**config.mk**
```make
export PLATFORM = sky130hd
export DESIGN_NAME = lmg_col_shifter
export DESIGN_NICKNAME = d
export VERILOG_FILES = /design/src/hw/rtl/lmg_pkg.sv /design/src/hw/rtl/lmg_col_shifter.sv
export SDC_FILE = /design/constraint.sdc
export NUM_CORES = 1
export LEC_CHECK = 0
export BUFFER_PORTS_ARGS = -buffer_cell sky130_fd_sc_hd__buf_4
export CORE_MARGIN = 5
export CORE_UTILIZATION = 30
export DETAILED_ROUTE_END_ITERATION = 6
export HOLD_SLACK_MARGIN = 0.15
export PLACE_DENSITY = 0.49
export SLEW_MARGIN = 5
export SYNTH_ARGS = -nofsm -noshare
export SYNTH_HDL_FRONTEND = slang
export SYNTH_SLANG_ARGS = --single-unit
```
**constraint.sdc**
```tcl
create_clock -name clock -period 1.7 [get_ports clock]
set_input_delay 0.17 -clock clock [delete_from_list [all_inputs] [get_ports clock]]
set_output_delay 0.17 -clock clock [all_outputs]
set_load 0.05 [all_outputs]
```
**src/hw/rtl/lmg_pkg.sv**
```systemverilog
// Shared types, constants and helpers for the LED matrix glyph renderer.
// No dependencies; every other file of the block but lmg_if refers to this package.
package lmg_pkg;

   // Glyph geometry and store sizes
   localparam int GlyphWidth   = 8;
   localparam int GlyphHeight  = 8;
   localparam int MaxPositions = 8;
   localparam int MaxGlyphs    = 256;
   localparam int FontDepth    = MaxGlyphs * GlyphWidth;
   localparam int FontAddrBits = $clog2(FontDepth);

   // Character codes and mark patterns
   localparam logic [7:0] SpaceCode = 8'h20;
   localparam logic [7:0] ColonCode = 8'h3A;
   localparam logic [7:0] DotCode   = 8'h2E;
   localparam logic [7:0] ColonMark = 8'h66;
   localparam logic [7:0] DotMark   = 8'h60;

   // CSR register indexes (byte address / 4)
   localparam logic [1:0] CsrPositions = 2'd0;
   localparam logic [1:0] CsrLines     = 2'd1;
   localparam logic [1:0] CsrGlyphs    = 2'd2;

   typedef enum logic [1:0] {
      FUNC_PUT_CHAR    = 2'd0,
      FUNC_SET_MARK    = 2'd1,
      FUNC_SET_CURSOR  = 2'd2,
      FUNC_FONT_WRITE  = 2'd3
   } func_type;

   typedef enum logic [1:0] {
      ST_IDLE,
      ST_FETCH,
      ST_LOAD,
      ST_RUN
   } seq_state_type;

   typedef struct packed {
      logic [3:0] positions_in_use;
      logic [3:0] lines_in_use;
      logic [8:0] glyph_count;
   } cfg_type;

   // font store port, driven by the sequencer
   typedef struct packed {
      logic                    wr_en;
      logic                    rd_en;
      logic [FontAddrBits-1:0] addr;
      logic [7:0]              wr_data;
   } font_port_type;

   // column shifter control
   typedef struct packed {
      logic       load;
      logic       shift;
      logic       flip;
      logic [7:0] data;
   } shift_ctl_type;

   function automatic logic [7:0] flip8(input logic [7:0] b);
      logic [7:0] r;
      for (int i = 0; i < 8; i++) begin
         r[i] = b[7-i];
      end
      return r;
   endfunction

endpackage

```
**src/hw/rtl/lmg_col_shifter.sv**
```systemverilog
// Column serializer: holds one glyph column and hands out one pixel bit a cycle while shift is set.
// Depends on lmg_pkg (shift control struct, bit reversal).
module lmg_col_shifter (
   input  logic                  clock,
   input  lmg_pkg::shift_ctl_type ctl,
   output logic                  pixel
);

   logic [7:0] sr_ff;
   logic [7:0] sr_in;

   always_comb begin
      sr_in = sr_ff;
      if (ctl.load) begin
         // odd columns run the other way along the strip
         sr_in = ctl.flip ? lmg_pkg::flip8(ctl.data) : ctl.data;
      end else if (ctl.shift) begin
         sr_in = {1'b0, sr_ff[7:1]};
      end
   end

   always_ff @(posedge clock) begin
      sr_ff <= sr_in;
   end

   assign pixel = sr_ff[0];

endmodule

```
==> flow_summary.toml <==
[route]
remaining_drc_errors = 0
drtIter0Drc = 0
wl_per_cell_um = 12.5
wirelength_um = 772
dr.pass1.iters = 1
ant_nets = 0
vias = 278
vias_per_cell = 4.48

[final_layout]
largestRegisters = "sr_ff x8"
largest-register = "sr_ff"
n_antenna_cell = 0
largest_reg_flops = 8
multi_input_area_um2 = 154
regArea_um2 = 240
drive_gt1_share_pct = 31.9
nNetsFinal = 61
fill_cells = 132
areaGrowthSynthToFinish_pct = 26.1

[yosys]
synth_top_area_cell = "edfxtp_1"
synth_common_cells = "edfxtp_1, mux2i_1, a21oi_1, nor2_1, buf_6"
synth_seq_area_share_pct = 57.7
synthAdderAreaFrac_pct = 0
synth_edf_count = 8
syn_avg_cell_area_um2 = 12.3
synth-seq-cells = 8
yosysTopAreaCellShare_pct = 57.7
synth_warnings = 0
synth_area_leaders = "edfxtp_1, mux2i_1, a21oi_1"
syn-cell-area_um2 = 417
synth_ff_type = "edfxtp_1"
synth_compound_area_share_pct = 8.41
syn-num-nets = 46
async_reset_ff_share_pct = 0
synth_xor_area_share_pct = 0
synthMuxAreaShare_pct = 19.2
syn_inst = 34
ys_types = 7
synth_top_family_by_area = "multiplexers"
yosys.area_share.simple_pct = 9.31

[floorplan]
initial_core_util_pct = 32.0
die_w_um = 47.3
core-area_mm2 = 0.00130
dieHeight_um = 47.3
num_rows = 13
io_pins = 13
dieArea_mm2 = 0.00223

[setup_path]
cp_slowest_cell = "edfxtp_1"
crit_path_max_incr_delay_ns = 0.37
cp_cell_sequence = "buf_4"
crit_type = "reg2out"
crit_family = "flip-flops"
crit_fanout = 1
cp.required_ns = 1.53
critPathCaptureType = "primary output"
critPathLaunchType = "register"
crit_buf_inv = 1
critPathArrivalTime_ns = 0.81

[grt]
grt_max_degree = 17
grt_pass1_vias = 270
grt_usage_pct = 8.64
gr-total-overflow = 0
antenna_found_initial = 0
grt_pass1_wl_um = 1210

[placed_design]
routabilityCongestion = 0.730
hpwlAfterDp_um = 619
io_buffers = 12

[clocking]
clk_latency_ns = 0.25
htreeDepth = 1
cts.path.max_buffers = 2
cts_sinks = 8
hold_buffers = 0
cts-root-buf = "clkbuf_4"
cts_setup_buffers = 0
numCtsBuffers = 3
ctsResizeCount = 0
clk_pin_slew_ns = 0.05
cts_tree = "yes"

[sta]
fin_tns_setup_ns = 0
worst_pin_slew_ns = 0.353
slew_violations = 0
clock_skew_ns = 0.00363
finalSetupViolations = 0
max_freq_mhz = 1020
min_period_ns = 0.982
min_period_over_period_pct = 57.8
hold_violations = 0
hold_ws_ns = 0.312
rsz0062_at_grt = "false"
slew_headroom_pct = 76.5

[status]
outcome = "complete, no violations"

[power_and_ir_drop]
p_seq_share_pct = 53.4
peakVddDrop_v = 0.000385
intPower_mw = 0.360
power_mw = 0.467
power_density_mw_per_mm2 = 888
netSwitchingPower_mw = 0.106
netSwitchingFraction_pct = 22.8
clkPwrFrac_pct = 30.2
leakage_nw = 0.226
comb_power_share_pct = 16.4

[run]
maxCapViolCount = 0

[min_path]
hold_path.class = "in2reg"
-- logic make-up after synthesis --
family	after synthesis
flip-flops	8
AO/OA/AOI/OAI	7
buffers and inverters	2
AND/OR/NAND/NOR	9
multiplexers	8
-- path summary, 6_finish.rpt --
path	startpoint	endpoint	slack (ns)	cells after the start
setup reg to reg	sr_ff[6]	sr_ff[5]	0.90	2
hold / removal	ctl[2]	sr_ff[2]	0.31	3
hold reg to reg	sr_ff[1]	sr_ff[0]	0.58	2
setup / recovery	sr_ff[0]	pixel	0.72	1
-- layout make-up --
class                   instances  share of cell area, %
clock buffers                   3                   4.29
repair buffers                 12                   17.1
flip-flops and latches          8                   45.7
well taps                      15                   3.57
multi-input cells              24                   29.3
-- worst min-delay path: stages --
cell and delay [ns]:
buf_4 0.09, mux2i_1 0.05, a21oi_1 0.13
-- per-stage QoR --
step                      instance area (µm²)  setup slack [ns]  util (%)  std cells
after floorplan                           417             0.913         -         34
after global placement                    503             0.704      38.7         59
after detailed placement                  503             0.671      38.7         59
after CTS                                 526             0.707      40.4         62
after global routing                      526             0.685      40.4         62
final                                     526             0.718      40.4         62
-- cell usage in the layout, fill, tap and decap left out, drive strengths merged --
| master | instances |
|---|---|
| buf | 12 |
| mux2i | 8 |
| edfxtp | 8 |
| nor2 | 7 |
| a21oi | 7 |
| clkbuf | 3 |
| or2 | 1 |
| nor2b | 1 |
-- routing by layer --
| metal | routed length [µm] | global-route usage (%) | vias to the layer above |
|---|---|---|---|
| met5 | 0 | 0 | - |
| met4 | 0 | 6.63 | 0 |
| met3 | 66 | 5.36 | 0 |
| met2 | 351 | 9.89 | 7 |
| met1 | 354 | 11.2 | 119 |
| li1 | - | - | 152 |
-- power by group through the flow --
| stage | sequential [mW] | clock, mW | combinational (mW) |
|---|---|---|---|
| after floorplan | 0.260 | 0 | 0.0393 |
| after global placement | 0.252 | 0 | 0.0749 |
| after detailed placement | 0.253 | 0 | 0.0773 |
| after CTS | 0.249 | 0.147 | 0.0776 |
| after global routing | 0.251 | 0.161 | 0.0847 |
| final | 0.249 | 0.141 | 0.0766 |
No activity file was read; power rests on OpenSTA's default activity.
