## src/hw/rtl/lmg_pkg.sv

```systemverilog
// Shared types, constants and helpers for the LED matrix glyph renderer.
// No dependencies; every other file of the block but lmg_if refers to this package.
package lmg_pkg;

   // Glyph geometry and store sizes
   localparam int GlyphWidth   = 8;
   localparam int GlyphHeight  = 8;
   localparam int MaxPositions = 8;
   localparam int MaxGlyphs    = 256;
   localparam int FontDepth    = MaxGlyphs * GlyphWidth;
   localparam int FontAddrBits = $clog2(FontDepth);

   // Character codes and mark patterns
   localparam logic [7:0] SpaceCode = 8'h20;
   localparam logic [7:0] ColonCode = 8'h3A;
   localparam logic [7:0] DotCode   = 8'h2E;
   localparam logic [7:0] ColonMark = 8'h66;
   localparam logic [7:0] DotMark   = 8'h60;

   // CSR register indexes (byte address / 4)
   localparam logic [1:0] CsrPositions = 2'd0;
   localparam logic [1:0] CsrLines     = 2'd1;
   localparam logic [1:0] CsrGlyphs    = 2'd2;

   typedef enum logic [1:0] {
      FUNC_PUT_CHAR    = 2'd0,
      FUNC_SET_MARK    = 2'd1,
      FUNC_SET_CURSOR  = 2'd2,
      FUNC_FONT_WRITE  = 2'd3
   } func_type;

   typedef enum logic [1:0] {
      ST_IDLE,
      ST_FETCH,
      ST_LOAD,
      ST_RUN
   } seq_state_type;

   typedef struct packed {
      logic [3:0] positions_in_use;
      logic [3:0] lines_in_use;
      logic [8:0] glyph_count;
   } cfg_type;

   // font store port, driven by the sequencer
   typedef struct packed {
      logic                    wr_en;
      logic                    rd_en;
      logic [FontAddrBits-1:0] addr;
      logic [7:0]              wr_data;
   } font_port_type;

   // column shifter control
   typedef struct packed {
      logic       load;
      logic       shift;
      logic       flip;
      logic [7:0] data;
   } shift_ctl_type;

   function automatic logic [7:0] flip8(input logic [7:0] b);
      logic [7:0] r;
      for (int i = 0; i < 8; i++) begin
         r[i] = b[7-i];
      end
      return r;
   endfunction

endpackage

```

## src/hw/rtl/lmg_if.sv

```systemverilog
// Valid/ready channel interfaces for the glyph renderer request and response.
// Standalone; payload widths are fixed by the block's item format.
interface lmg_req_if;
   logic       valid;
   logic       ready;
   logic [1:0] func;
   logic [7:0] code;
   logic [2:0] font_column;
   logic [7:0] font_byte;
   logic [2:0] position;
   logic [2:0] line;
   logic [7:0] red;
   logic [7:0] green;
   logic [7:0] blue;

   modport source (output valid, func, code, font_column, font_byte, position, line,
                   red, green, blue, input ready);
   modport sink   (input valid, func, code, font_column, font_byte, position, line,
                   red, green, blue, output ready);
endinterface

interface lmg_rsp_if;
   logic       valid;
   logic       ready;
   logic [8:0] led_index;
   logic [7:0] led_red;
   logic [7:0] led_green;
   logic [7:0] led_blue;
   logic       last_pixel;

   modport source (output valid, led_index, led_red, led_green, led_blue, last_pixel,
                   input ready);
   modport sink   (input valid, led_index, led_red, led_green, led_blue, last_pixel,
                   output ready);
endinterface

```

## src/hw/rtl/lmg_seq.sv

```systemverilog
// Sequencer: takes request items, keeps cursor and mark state, walks the
// glyph column by column and fills the response register. Uses lmg_pkg, lmg_if.
module lmg_seq (
   input  logic                   clock,
   input  logic                   reset,
   input  lmg_pkg::cfg_type       cfg,
   lmg_req_if.sink                req,
   lmg_rsp_if.source              rsp,
   output lmg_pkg::font_port_type font_port,
   input  logic [7:0]             font_data,
   output lmg_pkg::shift_ctl_type shift_ctl,
   input  logic                   pixel
);

   lmg_pkg::seq_state_type state_ff, state_in;

   logic [7:0]  code_ff;
   logic [7:0]  red_ff, green_ff, blue_ff;
   logic [7:0]  mark_bits_ff   [lmg_pkg::MaxPositions];
   logic [23:0] mark_colour_ff [lmg_pkg::MaxPositions];
   logic [2:0]  cur_pos_ff, cur_line_ff;
   logic [2:0]  col_ff, col_in;
   logic [2:0]  bit_ff, bit_in;
   logic        use_mark_ff, use_mark_in;

   logic        rsp_valid_ff, rsp_valid_in;
   logic [8:0]  idx_ff;
   logic [7:0]  led_r_ff, led_g_ff, led_b_ff;
   logic        last_ff;

   logic        accept;
   logic        advance;
   logic        emit;
   logic        col_end;
   logic        char_end;
   logic [2:0]  next_col;
   logic [7:0]  cur_mark;
   logic [23:0] cur_mcol;
   logic        next_is_mark;
   logic [3:0]  np, nl;
   logic [7:0]  new_mark;
   lmg_pkg::func_type func;

   assign func     = lmg_pkg::func_type'(req.func);
   assign accept   = req.valid && req.ready;
   assign advance  = !rsp_valid_ff || rsp.ready;
   assign emit     = (state_ff == lmg_pkg::ST_RUN) && advance;
   assign col_end  = emit && (bit_ff == 3'(lmg_pkg::GlyphHeight - 1));
   assign char_end = col_end && (col_ff == 3'(lmg_pkg::GlyphWidth - 1));
   assign cur_mark = mark_bits_ff[cur_pos_ff];
   assign cur_mcol = mark_colour_ff[cur_pos_ff];
   assign next_col = (state_ff == lmg_pkg::ST_RUN) ? col_ff + 3'd1 : 3'd0;
   assign next_is_mark = (next_col == 3'(lmg_pkg::GlyphWidth - 1)) && (cur_mark != 8'd0);
   assign new_mark = (req.code == lmg_pkg::ColonCode) ? lmg_pkg::ColonMark :
                     (req.code == lmg_pkg::DotCode)   ? lmg_pkg::DotMark : 8'd0;

   // next state
   always_comb begin
      state_in = state_ff;
      unique case (state_ff)
         lmg_pkg::ST_IDLE: begin
            if (accept && func == lmg_pkg::FUNC_PUT_CHAR) state_in = lmg_pkg::ST_FETCH;
         end
         lmg_pkg::ST_FETCH: state_in = lmg_pkg::ST_LOAD;
         lmg_pkg::ST_LOAD:  state_in = lmg_pkg::ST_RUN;
         lmg_pkg::ST_RUN: begin
            if (char_end) state_in = lmg_pkg::ST_IDLE;
         end
         default: state_in = lmg_pkg::ST_IDLE;
      endcase
   end

   // outputs of the sequencer
   always_comb begin
      req.ready         = (state_ff == lmg_pkg::ST_IDLE);
      font_port.wr_en   = accept && (func == lmg_pkg::FUNC_FONT_WRITE);
      font_port.wr_data = req.font_byte;
      // prefetch the following column while the current one shifts out
      font_port.rd_en   = (state_ff == lmg_pkg::ST_FETCH) ||
                          (emit && bit_ff == 3'd0 &&
                           col_ff != 3'(lmg_pkg::GlyphWidth - 1));
      if (font_port.wr_en) begin
         font_port.addr = {req.code, req.font_column};
      end else if (state_ff == lmg_pkg::ST_FETCH) begin
         font_port.addr = {code_ff, 3'd0};
      end else begin
         font_port.addr = {code_ff, col_ff + 3'd1};
      end
      shift_ctl.load  = (state_ff == lmg_pkg::ST_LOAD) || (col_end && !char_end);
      shift_ctl.shift = emit;
      shift_ctl.flip  = next_col[0];
      shift_ctl.data  = next_is_mark ? cur_mark : font_data;
   end

   always_comb begin
      col_in      = col_ff;
      bit_in      = bit_ff;
      use_mark_in = use_mark_ff;
      if (state_ff == lmg_pkg::ST_LOAD) begin
         col_in      = 3'd0;
         bit_in      = 3'd0;
         use_mark_in = next_is_mark;
      end else if (emit) begin
         bit_in = bit_ff + 3'd1;
         if (col_end) begin
            bit_in      = 3'd0;
            col_in      = col_ff + 3'd1;
            use_mark_in = next_is_mark;
         end
      end
      rsp_valid_in = emit ? 1'b1 : (rsp.ready ? 1'b0 : rsp_valid_ff);
      np = {1'b0, cur_pos_ff} + 4'd1;
      nl = {1'b0, cur_line_ff} + 4'd1;
   end

   always_ff @(posedge clock) begin
      if (reset) begin
         state_ff     <= lmg_pkg::ST_IDLE;
         rsp_valid_ff <= 1'b0;
         cur_pos_ff   <= 3'd0;
         cur_line_ff  <= 3'd0;
         col_ff       <= 3'd0;
         bit_ff       <= 3'd0;
         use_mark_ff  <= 1'b0;
         for (int i = 0; i < lmg_pkg::MaxPositions; i++) begin
            mark_bits_ff[i]   <= 8'd0;
            mark_colour_ff[i] <= 24'd0;
         end
      end else begin
         state_ff     <= state_in;
         rsp_valid_ff <= rsp_valid_in;
         col_ff       <= col_in;
         bit_ff       <= bit_in;
         use_mark_ff  <= use_mark_in;
         if (accept && func == lmg_pkg::FUNC_SET_MARK &&
             {1'b0, req.position} < cfg.positions_in_use) begin
            mark_bits_ff[req.position]   <= new_mark;
            mark_colour_ff[req.position] <= {req.red, req.green, req.blue};
         end
         if (accept && func == lmg_pkg::FUNC_SET_CURSOR &&
             {1'b0, req.position} < cfg.positions_in_use &&
             {1'b0, req.line} < cfg.lines_in_use) begin
            cur_pos_ff  <= req.position;
            cur_line_ff <= req.line;
         end
         if (char_end) begin
            if (np >= cfg.positions_in_use || np >= 4'(lmg_pkg::MaxPositions)) begin
               cur_pos_ff <= 3'd0;
               if (nl >= cfg.lines_in_use || nl > 4'd7) begin
                  cur_line_ff <= 3'd0;
               end else begin
                  cur_line_ff <= nl[2:0];
               end
            end else begin
               cur_pos_ff <= np[2:0];
            end
         end
      end
   end

   // item and response payload
   always_ff @(posedge clock) begin
      if (accept && func == lmg_pkg::FUNC_PUT_CHAR) begin
         code_ff  <= ({1'b0, req.code} >= cfg.glyph_count) ? lmg_pkg::SpaceCode : req.code;
         red_ff   <= req.red;
         green_ff <= req.green;
         blue_ff  <= req.blue;
      end
      if (emit) begin
         idx_ff   <= {cur_pos_ff, col_ff, bit_ff};
         last_ff  <= (col_ff == 3'(lmg_pkg::GlyphWidth - 1)) &&
                     (bit_ff == 3'(lmg_pkg::GlyphHeight - 1));
         led_r_ff <= !pixel ? 8'd0 : (use_mark_ff ? cur_mcol[23:16] : red_ff);
         led_g_ff <= !pixel ? 8'd0 : (use_mark_ff ? cur_mcol[15:8]  : green_ff);
         led_b_ff <= !pixel ? 8'd0 : (use_mark_ff ? cur_mcol[7:0]   : blue_ff);
      end
   end

   assign rsp.valid      = rsp_valid_ff;
   assign rsp.led_index  = idx_ff;
   assign rsp.led_red    = led_r_ff;
   assign rsp.led_green  = led_g_ff;
   assign rsp.led_blue   = led_b_ff;
   assign rsp.last_pixel = last_ff;

   a_last_index: assert property (@(posedge clock) disable iff (reset)
      rsp_valid_ff && last_ff |-> idx_ff[5:0] == 6'h3F)
      else $error("last pixel flagged off the final index");

   a_end_idle: assert property (@(posedge clock) disable iff (reset)
      char_end |=> state_ff == lmg_pkg::ST_IDLE)
      else $error("sequencer not idle after final pixel");

   a_port_excl: assert property (@(posedge clock) disable iff (reset)
      !(font_port.wr_en && font_port.rd_en))
      else $error("font store read and write in one cycle");

   a_cursor_src: assert property (@(posedge clock) disable iff (reset)
      !$past(reset) && !$stable(cur_pos_ff) |->
         $past(char_end) || $past(accept && func == lmg_pkg::FUNC_SET_CURSOR))
      else $error("cursor moved without a character or set cursor");

endmodule

```

## src/flat_wrapper.sv

```systemverilog
// flat-port wrapper written by rule: the top's interface ports become plain ports
module lmg_seq_flat 
  (clock, reset, cfg, font_port, font_data, shift_ctl, pixel, req_valid, req_func, req_code, req_font_column, req_font_byte, req_position, req_line, req_red, req_green, req_blue, req_ready, rsp_valid, rsp_led_index, rsp_led_red, rsp_led_green, rsp_led_blue, rsp_last_pixel, rsp_ready);
  lmg_req_if req_i ();
  lmg_rsp_if rsp_i ();
  input  logic clock;
  input  logic reset;
  input  lmg_pkg::cfg_type cfg;
  output lmg_pkg::font_port_type font_port;
  input  logic [7:0] font_data;
  output lmg_pkg::shift_ctl_type shift_ctl;
  input  logic pixel;
  input wire logic [$bits(req_i.valid)-1:0] req_valid;
  input wire logic [$bits(req_i.func)-1:0] req_func;
  input wire logic [$bits(req_i.code)-1:0] req_code;
  input wire logic [$bits(req_i.font_column)-1:0] req_font_column;
  input wire logic [$bits(req_i.font_byte)-1:0] req_font_byte;
  input wire logic [$bits(req_i.position)-1:0] req_position;
  input wire logic [$bits(req_i.line)-1:0] req_line;
  input wire logic [$bits(req_i.red)-1:0] req_red;
  input wire logic [$bits(req_i.green)-1:0] req_green;
  input wire logic [$bits(req_i.blue)-1:0] req_blue;
  output wire logic [$bits(req_i.ready)-1:0] req_ready;
  output wire logic [$bits(rsp_i.valid)-1:0] rsp_valid;
  output wire logic [$bits(rsp_i.led_index)-1:0] rsp_led_index;
  output wire logic [$bits(rsp_i.led_red)-1:0] rsp_led_red;
  output wire logic [$bits(rsp_i.led_green)-1:0] rsp_led_green;
  output wire logic [$bits(rsp_i.led_blue)-1:0] rsp_led_blue;
  output wire logic [$bits(rsp_i.last_pixel)-1:0] rsp_last_pixel;
  input wire logic [$bits(rsp_i.ready)-1:0] rsp_ready;
  assign req_i.valid = req_valid;
  assign req_i.func = req_func;
  assign req_i.code = req_code;
  assign req_i.font_column = req_font_column;
  assign req_i.font_byte = req_font_byte;
  assign req_i.position = req_position;
  assign req_i.line = req_line;
  assign req_i.red = req_red;
  assign req_i.green = req_green;
  assign req_i.blue = req_blue;
  assign req_ready = req_i.ready;
  assign rsp_valid = rsp_i.valid;
  assign rsp_led_index = rsp_i.led_index;
  assign rsp_led_red = rsp_i.led_red;
  assign rsp_led_green = rsp_i.led_green;
  assign rsp_led_blue = rsp_i.led_blue;
  assign rsp_last_pixel = rsp_i.last_pixel;
  assign rsp_i.ready = rsp_ready;
  lmg_seq u_core (.clock(clock), .reset(reset), .cfg(cfg), .req(req_i), .rsp(rsp_i), .font_port(font_port), .font_data(font_data), .shift_ctl(shift_ctl), .pixel(pixel));
endmodule
```

## config.mk

```make
export PLATFORM = sky130hd
export DESIGN_NAME = lmg_seq_flat
export DESIGN_NICKNAME = d
export VERILOG_FILES = /design/src/hw/rtl/lmg_pkg.sv /design/src/hw/rtl/lmg_if.sv /design/src/hw/rtl/lmg_seq.sv /design/src/flat_wrapper.sv
export SDC_FILE = /design/constraint.sdc
export NUM_CORES = 1
export LEC_CHECK = 0
export ABC_CLOCK_PERIOD_IN_PS = 4200
export BUFFER_PORTS_ARGS = -buffer_cell sky130_fd_sc_hd__buf_2
export CAP_MARGIN = 20
export CELL_PAD_IN_SITES_DETAIL_PLACEMENT = 1
export CELL_PAD_IN_SITES_GLOBAL_PLACEMENT = 2
export CORE_ASPECT_RATIO = 0.6
export CORE_MARGIN = 5
export CORE_UTILIZATION = 40
export DETAILED_ROUTE_END_ITERATION = 16
export PLACE_DENSITY = 0.87
export SETUP_SLACK_MARGIN = 0.4
export SYNTH_ARGS = -nofsm -noshare
export SYNTH_HDL_FRONTEND = slang
export SYNTH_SLANG_ARGS = --single-unit
```

## constraint.sdc

```tcl
create_clock -name clock -period 4.2 [get_ports clock]
set_input_delay 0.21 -clock clock [delete_from_list [all_inputs] [get_ports clock]]
set_output_delay 0.21 -clock clock [all_outputs]
set_load 0.05 [all_outputs]
```

==> results of run 1 <==
-- cell usage in the layout, fill, tap and decap left out, drive strengths merged, types with 2 or more instances in the layout --
master / synthesis / final
nor3: 6 / 6
edfxtp: 274 / 274
bufinv: 0 / 4
dlygate4sd3: 0 / 27
xor2: 3 / 3
nor2b: 8 / 8
a21oi: 16 / 16
mux2: 2 / 2
and3: 26 / 26
mux2i: 30 / 30
ha: 27 / 27
dfxtp: 16 / 16
a2111o: 2 / 2
nand3: 5 / 5
clkbuf: 28 / 37
nand2b: 7 / 7
mux4: 52 / 52
nand2: 86 / 86
a211o: 4 / 4
clkinv: 0 / 10
nand4: 3 / 3
inv: 26 / 26
nor2: 30 / 30
a21o: 3 / 3
or3b: 2 / 2
or2: 4 / 4
buf: 29 / 152
a211oi: 5 / 5
nand3b: 7 / 7
o21ai: 4 / 4
o211a: 24 / 24
and3b: 2 / 2
nor3b: 2 / 2
and2: 169 / 169
-- critical path, delay by kind of cell, from the launching register on --
kind                       cells  cell delay [ps]
buffers and inverters          2              500
AOI/OAI and AO/OA              1              390
and+or+nand+nor                4             1590
DFF                            1              330
adders and majority gates      1              230
-- flip-flops by register name (all words and copies together) (netlist names), 2 cells and up, named ones only --
signal	flops
u_core.red_ff	8
u_core.blue_ff	8
u_core.rsp.led_blue	8
u_core.rsp.led_index	9
u_core.mark_colour_ff	192
u_core.rsp.led_red	8
u_core.state_ff	2
u_core.green_ff	8
u_core.cur_pos_ff	3
u_core.bit_ff	3
u_core.code_ff	8
u_core.mark_bits_ff	16
u_core.rsp.led_green	8
u_core.col_ff	3
-- power by group through the flow --
stage / logic (mW) / registers (mW) / clock network, mW
5_1_grt: 0.884 / 3.37 / 2.75
2_1_floorplan: 0.512 / 3.45 / 0
6_report: 0.821 / 3.36 / 2.56
3_3_place_gp: 0.783 / 3.41 / 0
4_1_cts: 0.832 / 3.36 / 2.61
3_5_place_dp: 0.808 / 3.42 / 0
-- final cells by class --
| class | count | area, sq um | share of cell area, % |
|---|---|---|---|
| multi-input combinational | 539 | 4417 | 28.15 |
| timing repair buffer | 179 | 1139 | 7.256 |
| sequential | 290 | 8558 | 54.54 |
| clock inverter | 14 | 161.4 | 1.029 |
| tap | 450 | 563.0 | 3.588 |
| clock buffer | 37 | 755.7 | 4.816 |
| inverter | 26 | 97.59 | 0.6220 |
-- through the flow --
step	util (%)	instances	setup slack (ps)	instance area [sq um]
6_report	48.03	1535	831.6	15690
5_1_grt	48.03	1535	656.7	15690
4_1_cts	48.03	1535	789.9	15690
3_5_place_dp	44.39	1457	816.3	14500
3_3_place_gp	44.31	1456	981.3	14480
2_1_floorplan	-	912	797.4	13340
-- worst paths after layout --
check                             startpoint                                    endpoint  slack, ps  cells after the start
max          u_core.state_ff[0]$_SDFFE_PP0P_  u_core.mark_colour_ff[2][19]$_SDFFCE_PN0P_        830                      8
min                              req_code[3]             u_core.code_ff[3]$_SDFFCE_PP0P_         50                      3
max reg2reg  u_core.state_ff[0]$_SDFFE_PP0P_  u_core.mark_colour_ff[2][19]$_SDFFCE_PN0P_        830                      8
min reg2reg    u_core.col_ff[2]$_SDFFE_PP0P_           u_core.rsp.led_index[5]$_DFFE_PP_        480                      0
-- per-layer routing --
| layer | vias up | part of all wire (%) | global-route usage [%] |
|---|---|---|---|
| met5 | - | 0 | 0 |
| met1 | 4225 | 47 | 25.81 |
| li1 | 3656 | - | - |
| met2 | 155 | 48 | 30.90 |
| met4 | 0 | 0.99 | 2.258 |
| met3 | 30 | 4.2 | 2.504 |
-- cells by family (layout without fill, tap and decap cells) --
kind of cell,after synthesis,in the layout,share of synthesized area (%)
mux,84,84,11.21
xor+xnor,3,3,0.1971
flops,290,290,64.13
buf+inv,83,256,2.825
compound gates,66,66,4.055
fa+ha+maj,27,27,2.534
simple gates,359,359,15.06
-- repair_timing --
item                                   in CTS  in global routing
endpoints found under the hold margin      28                  0
hold buffers                               27                  0
gates resized for setup                     0                  0
==> impl_results.md, run 1 <==
* Iter 0 DRT Violations at 457
* CP Class: flop to flop
* CP cell instances: inv_1 -> ha_1 -> nand2_1 -> or4b_4 -> a211o_4 -> or3_1 -> nand2_1 -> buf_4
* Slew HR at 24.22%
* CTS tree: done
* Initial Util at 40.80%
* Grt total ovfl at 0
* Clk pwr share at 38.0%
* Switching Fraction at 24.87%
* Core area at 32,670 sq um
* P_leak at 6.138 nW
* Largest cells by area after synthesis: edfxtp_1 (62%), mux4_2 (8.8%), and2_1 (7.9%)
* WP data arrival at 3600 ps
* Vias in the first global route at 8,695
* Via/cell ratio at 5.255
* Peak supply drop at 0.0002654 V
* Most numerous cell in the Yosys netlist: edfxtp_1
* Flop pwr share at 49.8%
* Final wirelength at 33,550 microns
* Share of layout cells above drive strength 1 at 24.06%
* # H-tree levels at 1
* Post-synthesis sequential element count at 290
* Max Buffers Root-to-Sink at 3
* Post-synth EDFFs at 274
* Hold crit path type: input pin to flop
* CP Capture Type: flop
* Slowest stage cell, crit path: nand2_1
* Area Overhead vs Synth at 17.71%
* DPL Wire Length at 21,900 microns
* Ant diodes at 0
* Root Buffer: clkbuf_16
* Worst Tran Pin Value at 1136 ps
* Fin crit period at 3368 ps
* Largest net degree at the start of global routing at 53
* Max-cap violations at 0
* Synth top area share at 61.72%
* Int Pwr at 5.065 mW
* Port bufs at 132
* DRT Pass-1 Iters at 5
* Ys async rst share at 0%
* Final cycle utilization of the critical path at 80.20%
* Die ar. at 37,200 sq um
* Net switching power at 1.677 mW
* Power density over the cells at 429.7 nW/um^2
* Worst-path clk slew at 70 ps
* FILL cells at 3,331
* First-pass GRT wire length at 51,840 microns
* Sequential cell area fraction in the yosys report at 64.13%
* Cell variety after synth at 50
* Initial antenna violation count at 0
* FP Rows at 51
* Top cells by count, synth: edfxtp_1 (274), and2_1 (169), nand2_1 (86)
* Post-Syn Area at 13,330 sq um
* CP Launch Type: flop
* Final hold slack at 50.57 ps
* Setup TNS at 0 ps
* Drt wl/cell at 21.85 microns
* Yosys warns at 0
* Crit-path most repeated cell: nand2_1
* Number of post-CTS setup repair buffers at 0
* Gr usage total at 18.12%
* Area leader, netlist: edfxtp_1
* Critical Path RT at 4430 ps
* # clock sinks at 290
* Outcome: finished clean
* Combinational share of power at 12.2%
* Setup violators final at 0
* Drt drc at 0
* Final Hold Viols at 0
* Die Width at 245.7 microns
* Mean Syn Cell Area at 14.62 sq um
* Gpl congestion at 0.7608
* Worst skew pair latency at 550 ps
* Total Power at 6.742 mW
* Vias at 8,066
* # IOs at 149
* Final antenna-violating net count at 0
* Syn Nets at 1,020
* Synth Instances at 912
* Final net count at 1,172
* Clock skew at 11.99 ps
* Die Height at 151.4 microns
* Largest stage delay on the critical path at 550 ps
* RSZ-0062 raised after global routing: false
* Inserted Clock Buffers at 28
* Synth Flop Type: edfxtp_1
* Final max-slew violation count at 0
* CP Max Fanout at 14
* Fmax at 296.9 MHz
(Power assumes the default switching activity.)
==> run 2: changes to the inputs <==
- ABC_AREA: default -> 1
- ABC_CLOCK_PERIOD_IN_PS: 4200 -> 3300
- CORE_UTILIZATION: 40 -> 38
- PLACE_DENSITY: 0.87 -> 0.89
- clock period: 4.2 -> 3.3 ns (I/O delays scaled with it)
==> run 2 against run 1 <==
  * Cell area is 1.6% lower
  * Clock power is 23% higher
  * Sequential power is 29% higher
  * Global-route usage is 1.5 points higher
  * Worst hold slack worse by 38 ps
  * Critical endpoint is now u_core.mark_colour_ff[5][21]$_SDFFCE_PN0P_
  * Non-clock buffer count is 8 higher
==> impl_results.md, run 2 <==
* # clock sinks at 290
* Fmax at 368.2 MHz
* Synth Area in Compound Gates at 11.03%
* Iter 0 DRT Violations at 848
* Sequential cell area fraction in the yosys report at 65.09%
* Initial antenna violation count at 0
* Critical Path RT at 3570 ps
* CP Launch Type: flop
* Syn Nets at 1,348
* Via/cell ratio at 5.225
* Worst R2R Path Depth at 9
* Final net count at 1,494
* Synth top area share at 62.65%
* Initial Util at 38.75%
* Inserted Clock Buffers at 28
* Yosys warns at 0
* Post-synthesis sequential element count at 290
* Root Buffer: clkbuf_16
* Outcome: finished clean
* First-pass GRT wire length at 59,410 microns
* Setup violators final at 0
* Total Power at 8.953 mW
* RSZ-0062 raised after global routing: false
* CP Max Fanout at 27
* DP Area at 14,190 sq um
* FP Rows at 52
* Slew HR at 40.38%
* Largest register by flop count: u_core.mark_colour_ff
* Final max-slew violation count at 0
* FF-to-FF End: u_core.mark_colour_ff[5][21]$_SDFFCE_PN0P_
* Final wirelength at 38,980 microns
* Synth Flop Type: edfxtp_1
* R2r startpoint: u_core.state_ff[1]$_SDFFE_PP0P_
* Peak supply drop at 0.0003763 V
* Vias in the first global route at 10,020
* P_leak at 6.261 nW
* Largest cells by area after synthesis: edfxtp_1 (63%), nor2_1 (11%), o21ai_0 (6.0%)
* Final Hold Viols at 0
* Die Width at 250.0 microns
* Ys async rst share at 0%
* Clock skew at 11.05 ps
* Gpl congestion at 0.8019
* Mean Syn Cell Area at 10.59 sq um
* DPL Wire Length at 25,810 microns
* Max-cap violations at 0
* Drt drc at 0
* Area Overhead vs Synth at 17.61%
* Post-Synth Adder-Cell Area at 2.572%
* Hold crit path type: input pin to flop
* Max Buffers Root-to-Sink at 3
* Vias at 9,744
* Cell variety after synth at 32
* Synth Instances at 1,240
* Die Height at 154.0 microns
* Max FFs per register at 192
* Final cycle utilization of the critical path at 82.30%
* Largest net degree at the start of global routing at 75
* DRT Pass-1 Iters at 5
* Worst Tran Pin Value at 893.4 ps
* WP data arrival at 2980 ps
* CP Class: flop to flop
* Ant diodes at 0
* Gr usage total at 19.59%
* Critical Path Start: u_core.state_ff[1]$_SDFFE_PP0P_
* # H-tree levels at 1
* Most numerous cell in the Yosys netlist: nor2_1
* Core area at 33,900 sq um
* CP Capture Type: flop
* Final core occ at 45.57%
* Share of layout cells above drive strength 1 at 15.86%
* Port bufs at 132
* Worst-path clk slew at 70 ps
* Top cells by count, synth: nor2_1 (375), edfxtp_1 (274), o21ai_0 (157)
* CTS tree: done
* Final antenna-violating net count at 0
* Worst skew pair latency at 560 ps
* # IOs at 149
* Post-Syn Area at 13,130 sq um
* Final Cell Area at 15,450 sq um
* Post-synth EDFFs at 274
* Largest family of logic cells by synthesized area: simple AND/OR/NAND/NOR gates
* Most common cell after layout, fill and taps aside: nor2_1
* R2R setup slack at 580 ps
* Drt wl/cell at 20.90 microns
* Most frequent cells in the layout: nor2_1 (374), edfxtp_1 (274), o21ai_0 (156)
* Die ar. at 38,500 sq um
* Grt total ovfl at 0
* Synth Area in Simple Gates at 15.15%
* Fin crit period at 2716 ps
* Power density over the cells at 579.6 nW/um^2
* Crit path to: u_core.mark_colour_ff[5][21]$_SDFFCE_PN0P_
* Post-synthesis mux area share at 0%
* Area leader, netlist: edfxtp_1
* Post-Synth XOR/XNOR Area at 0.06669%
[run 2: through the flow]
step	std cells	worst slack, ps	setup TNS, ps	hold WS, ps
detailed placement	1780	475.3	0	330.3
global placement	1780	611.4	0	330.3
global route	1865	414.4	0	32.87
finish	1865	584.2	0	12.62
CTS	1862	451.9	0	3.580
floorplan	1240	-160.2	-1122	234.1
[run 2: critical path: stages, from the launching register on]
cell,delay [ps]
dfxtp_1,330
inv_1,120
ha_1,210
nand2_1,200
nor3_2,210
nand4_2,190
nor2_4,280
nand2_4,270
nand2_2,380
buf_12,210
[run 2: worst min path at each step]
stage / slack, ps / cells after the start / to / from
3_3_place_gp: 330 / 0 / font_port[0] / req_font_byte[0]
5_1_grt: 30 / 3 / u_core.code_ff[4]$_SDFFCE_PP0P_ / req_code[4]
4_1_cts: 4 / 3 / u_core.code_ff[2]$_SDFFCE_PP0P_ / req_code[2]
3_5_place_dp: 330 / 0 / font_port[0] / req_font_byte[0]
2_1_floorplan: 230 / 1 / u_core.rsp.valid$_SDFFE_PP0P_ / reset
6_report: 10 / 3 / u_core.code_ff[2]$_SDFFCE_PP0P_ / req_code[2]
[run 2: layer usage]
| metal | vias to the layer above | part of all wire [%] | track usage (%) |
|---|---|---|---|
| li1 | 4543 | - | - |
| met1 | 4896 | 48 | 29.32 |
| met2 | 274 | 45 | 31.15 |
| met3 | 31 | 6.2 | 3.208 |
| met4 | 0 | 1.1 | 2.467 |
| met5 | - | 0 | 0 |
[run 2: timing repair]
action	in CTS	in global routing
hold buffers	32	0
buffers inserted	0	2
hold endpoints to repair	35	0
setup endpoints to repair	4	108
resized for setup	2	11
cloned	0	1
[run 2: power breakdown]
group	switching, mW	total, mW	internal (mW)	leakage, nW
Sequential	0.112	4.35	4.24	2.89
Combinational	1.08	1.45	0.376	2.96
Clock	1.37	3.15	1.78	0.415
[run 2: cells by family (layout without fill, tap and decap cells)]
logic type               count (synthesis)  after routing
buffers and inverters                  163            329
AO/OA/AOI/OAI                          267            267
adder cells (fa/ha/maj)                 27             27
AND/OR/NAND/NOR                        492            492
XOR/XNOR                                 1              1
flip-flops                             290            290
[run 2: cell type report]
type | count | area (sq um)
repair inverters | 1 | 7.507
inverters | 91 | 349.1
repair buffers | 187 | 1244
fillers | 3739 | 18450
clock buffers | 41 | 780.7
well taps | 459 | 574.3
multi-input cells | 787 | 3850
flip-flops and latches | 290 | 8552
clock inverters | 9 | 90.09
==> run 3: changes to the inputs <==
- ABC_CLOCK_PERIOD_IN_PS: 3300 -> 2370
- CORE_UTILIZATION: 38 -> 34
- PLACE_DENSITY: 0.89 -> 0.85
- clock period: 3.3 -> 2.37 ns (I/O delays scaled with it)
==> run 3 against run 2 <==
  * Total power increased by 48%
  * Sequential power increased by 40%
  * Combinational power increased by 82%
  * Setup slack got worse by 400 ps
  * Register-to-register slack got worse by 320 ps
  * Sequential cell count unchanged
  * Clock skew increased by 7.8 ps
  * Cell count increased by 7.3%
  * Critical path type is now flop to output pin
  * Critical endpoint is now shift_ctl[4]
==> impl_results.md, run 3 (synthesis gave the netlist of run 2 again) <==
* Final net count at 1,575
* Port bufs at 132
* Seq. cell area at 8578 sq um
* # clock sinks at 290
* Routed met1 length at 20,670 microns
* # H-tree levels at 1
* Outcome: finished clean
* Most common cell after layout, fill and taps aside: nor2_1
* Max-cap violations at 0
* Worst R2R Path Depth at 11
* Vias at 10,730
* WP depth at 9
* Peak supply drop at 0.0005234 V
* P_leak at 7.009 nW
* Largest net degree at the start of global routing at 69
* Drt wl/cell at 24.73 microns
* Die Width at 263.7 microns
* CTS tree: done
* Slew HR at 18.64%
* R2r startpoint: u_core.state_ff[0]$_SDFFE_PP0P_
* Critical Path RT at 2250 ps
* Max FFs per register at 192
* Clock skew at 18.89 ps
* FILL cells at 4,061
* Top delay family on crit path: simple AND/OR/NAND/NOR gates
* Vias in the first global route at 10,410
* Worst Tran Pin Value at 1208 ps
* Hold crit path type: input pin to flop
* Fmax at 457.3 MHz
* Slowest stage cell, crit path: dfxtp_4
* Final cycle utilization of the critical path at 92.26%
* FF-to-FF End: u_core.mark_bits_ff[7][2]$_SDFFCE_PN0P_
* RSZ-0062 raised after global routing: true
* CP Class: flop to output pin
* WP buf/inv at 2
* Setup TNS at 0 ps
* Largest stage delay on the critical path at 390 ps
* CP Capture Type: output pin
* FP Rows at 55
* DRT Pass-1 Iters at 5
* CP Max Fanout at 5
* Die Height at 162.2 microns
* Via/cell ratio at 5.357
* Crit path to: shift_ctl[4]
* Final wirelength at 49,500 microns
* Largest register by flop count: u_core.mark_colour_ff
* DR top layer: met4
* Worst-path clk slew at 70 ps
* Share of layout cells above drive strength 1 at 28.41%
* Max Buffers Root-to-Sink at 3
* CP cell instances: buf_12 -> nor2_4 -> nor2_1 -> o21ai_1 -> nand3_2 -> nand2_2 -> nand2_4 -> a21boi_2 -> buf_6
* Metal3 WL at 4596 microns
* Worst skew pair latency at 570 ps
* Initial Util at 34.64%
* DP Cell Count at 1,846
* Final max-slew violation count at 0
* Final core occ at 47.14%
* Root Buffer: clkbuf_16
* R2R setup slack at 260 ps
* CP Launch Type: flop
* Most frequent cells in the layout: nor2_1 (328), edfxtp_1 (274), o21ai_0 (138)
* # IOs at 149
* Gpl congestion at 0.7852
* WP data arrival at 2070 ps
* Final antenna-violating net count at 0
* Footprint of the multi-input gates at 4982 sq um
* Die ar. at 42,790 sq um
* Hold Path Stages at 3
* Gr usage total at 18.18%
* Initial antenna violation count at 2
* Setup violators final at 0
* Area Overhead vs Synth at 36.09%
* Grt total ovfl at 0
* Core area at 37,920 sq um
* Final Hold Viols at 0
* Drt drc at 0
* Fin crit period at 2187 ps
* Iter 0 DRT Violations at 1,151
* Inserted Clock Buffers at 28
* Power density over the cells at 743.2 nW/um^2
* Ant diodes at 0
* DPL Wire Length at 24,950 microns
* Final Non-Filler Cells at 2,002
* First-pass GRT wire length at 61,370 microns
* Routed wl met2 at 22,990 microns
[run 3: changes by cell type in the layout (fill, tap and decap cells not counted), moves of 18 or more]
cell / previous run / this run
nor2_1: 374 / 328
nor2_2: 1 / 20
nand2_1: 69 / 51
buf_6: 2 / 33
o21ai_0: 156 / 138
nand2_8: 0 / 33
nor2_4: 2 / 29
buf_4: 14 / 38
buf_2: 132 / 109
[run 3: worst min-delay path by stage]
stage	startpoint	to	slack, ps
final	req_code[2]	u_core.code_ff[2]$_SDFFCE_PP0P_	10
after global routing	req_code[2]	u_core.code_ff[2]$_SDFFCE_PP0P_	50
after CTS	req_code[2]	u_core.code_ff[2]$_SDFFCE_PP0P_	10
after detailed placement	req_font_byte[0]	font_port[0]	240
after global placement	req_font_byte[0]	font_port[0]	240
after floorplan	reset	u_core.rsp.valid$_SDFFE_PP0P_	180
[run 3: timing repair]
item	CTS	global route
pin swaps	21	27
endpoints found under the hold margin	62	0
gates resized for setup	124	161
setup buffers	18	15
gates cloned	4	35
hold buffers	32	0
setup endpoints to repair	354	356
[run 3: final cells by class]
type / count / share of cell area [%]
Clock buffer: 40 / 4.403
Timing Repair Buffer: 250 / 13.29
Tap cell: 513 / 3.591
Sequential cell: 290 / 47.99
Clock inverter: 12 / 0.6090
Timing Repair inverter: 1 / 0.09100
Inverter: 91 / 2.142
Multi-Input combinational cell: 805 / 27.88
[run 3: report_power, final]
| group | switching [mW] | internal (mW) |
|---|---|---|
| clock | 2.03 | 2.53 |
| sequential | 0.168 | 5.91 |
| combinational | 1.79 | 0.859 |
| total | 3.99 | 9.30 |
[run 3: tightest hold or removal path: cells and delay by family]
family | cells | cell delay [ps]
and+or+nand+nor | 1 | 120
buffers and inverters | 2 | 210
[run 3: stage by stage]
step                      power [mW]  hold WS (ps)  area (sq um)  setup slack [ps]
after CTS                      13.06         13.51         16420             190.5
final                          13.28         13.05         17870             183.4
after detailed placement       8.266         237.3         14560             248.1
after global placement         8.180         237.3         14560             321.2
after global routing           13.76         48.83         17870             56.25
after floorplan                7.596         180.2         13430             156.4
[run 3: layer usage]
metal  up-vias  GRT usage, %
met4         0         3.713
met3        70         3.028
met5         -             0
met1      5452         25.80
met2       445         29.81
li1       4758             -
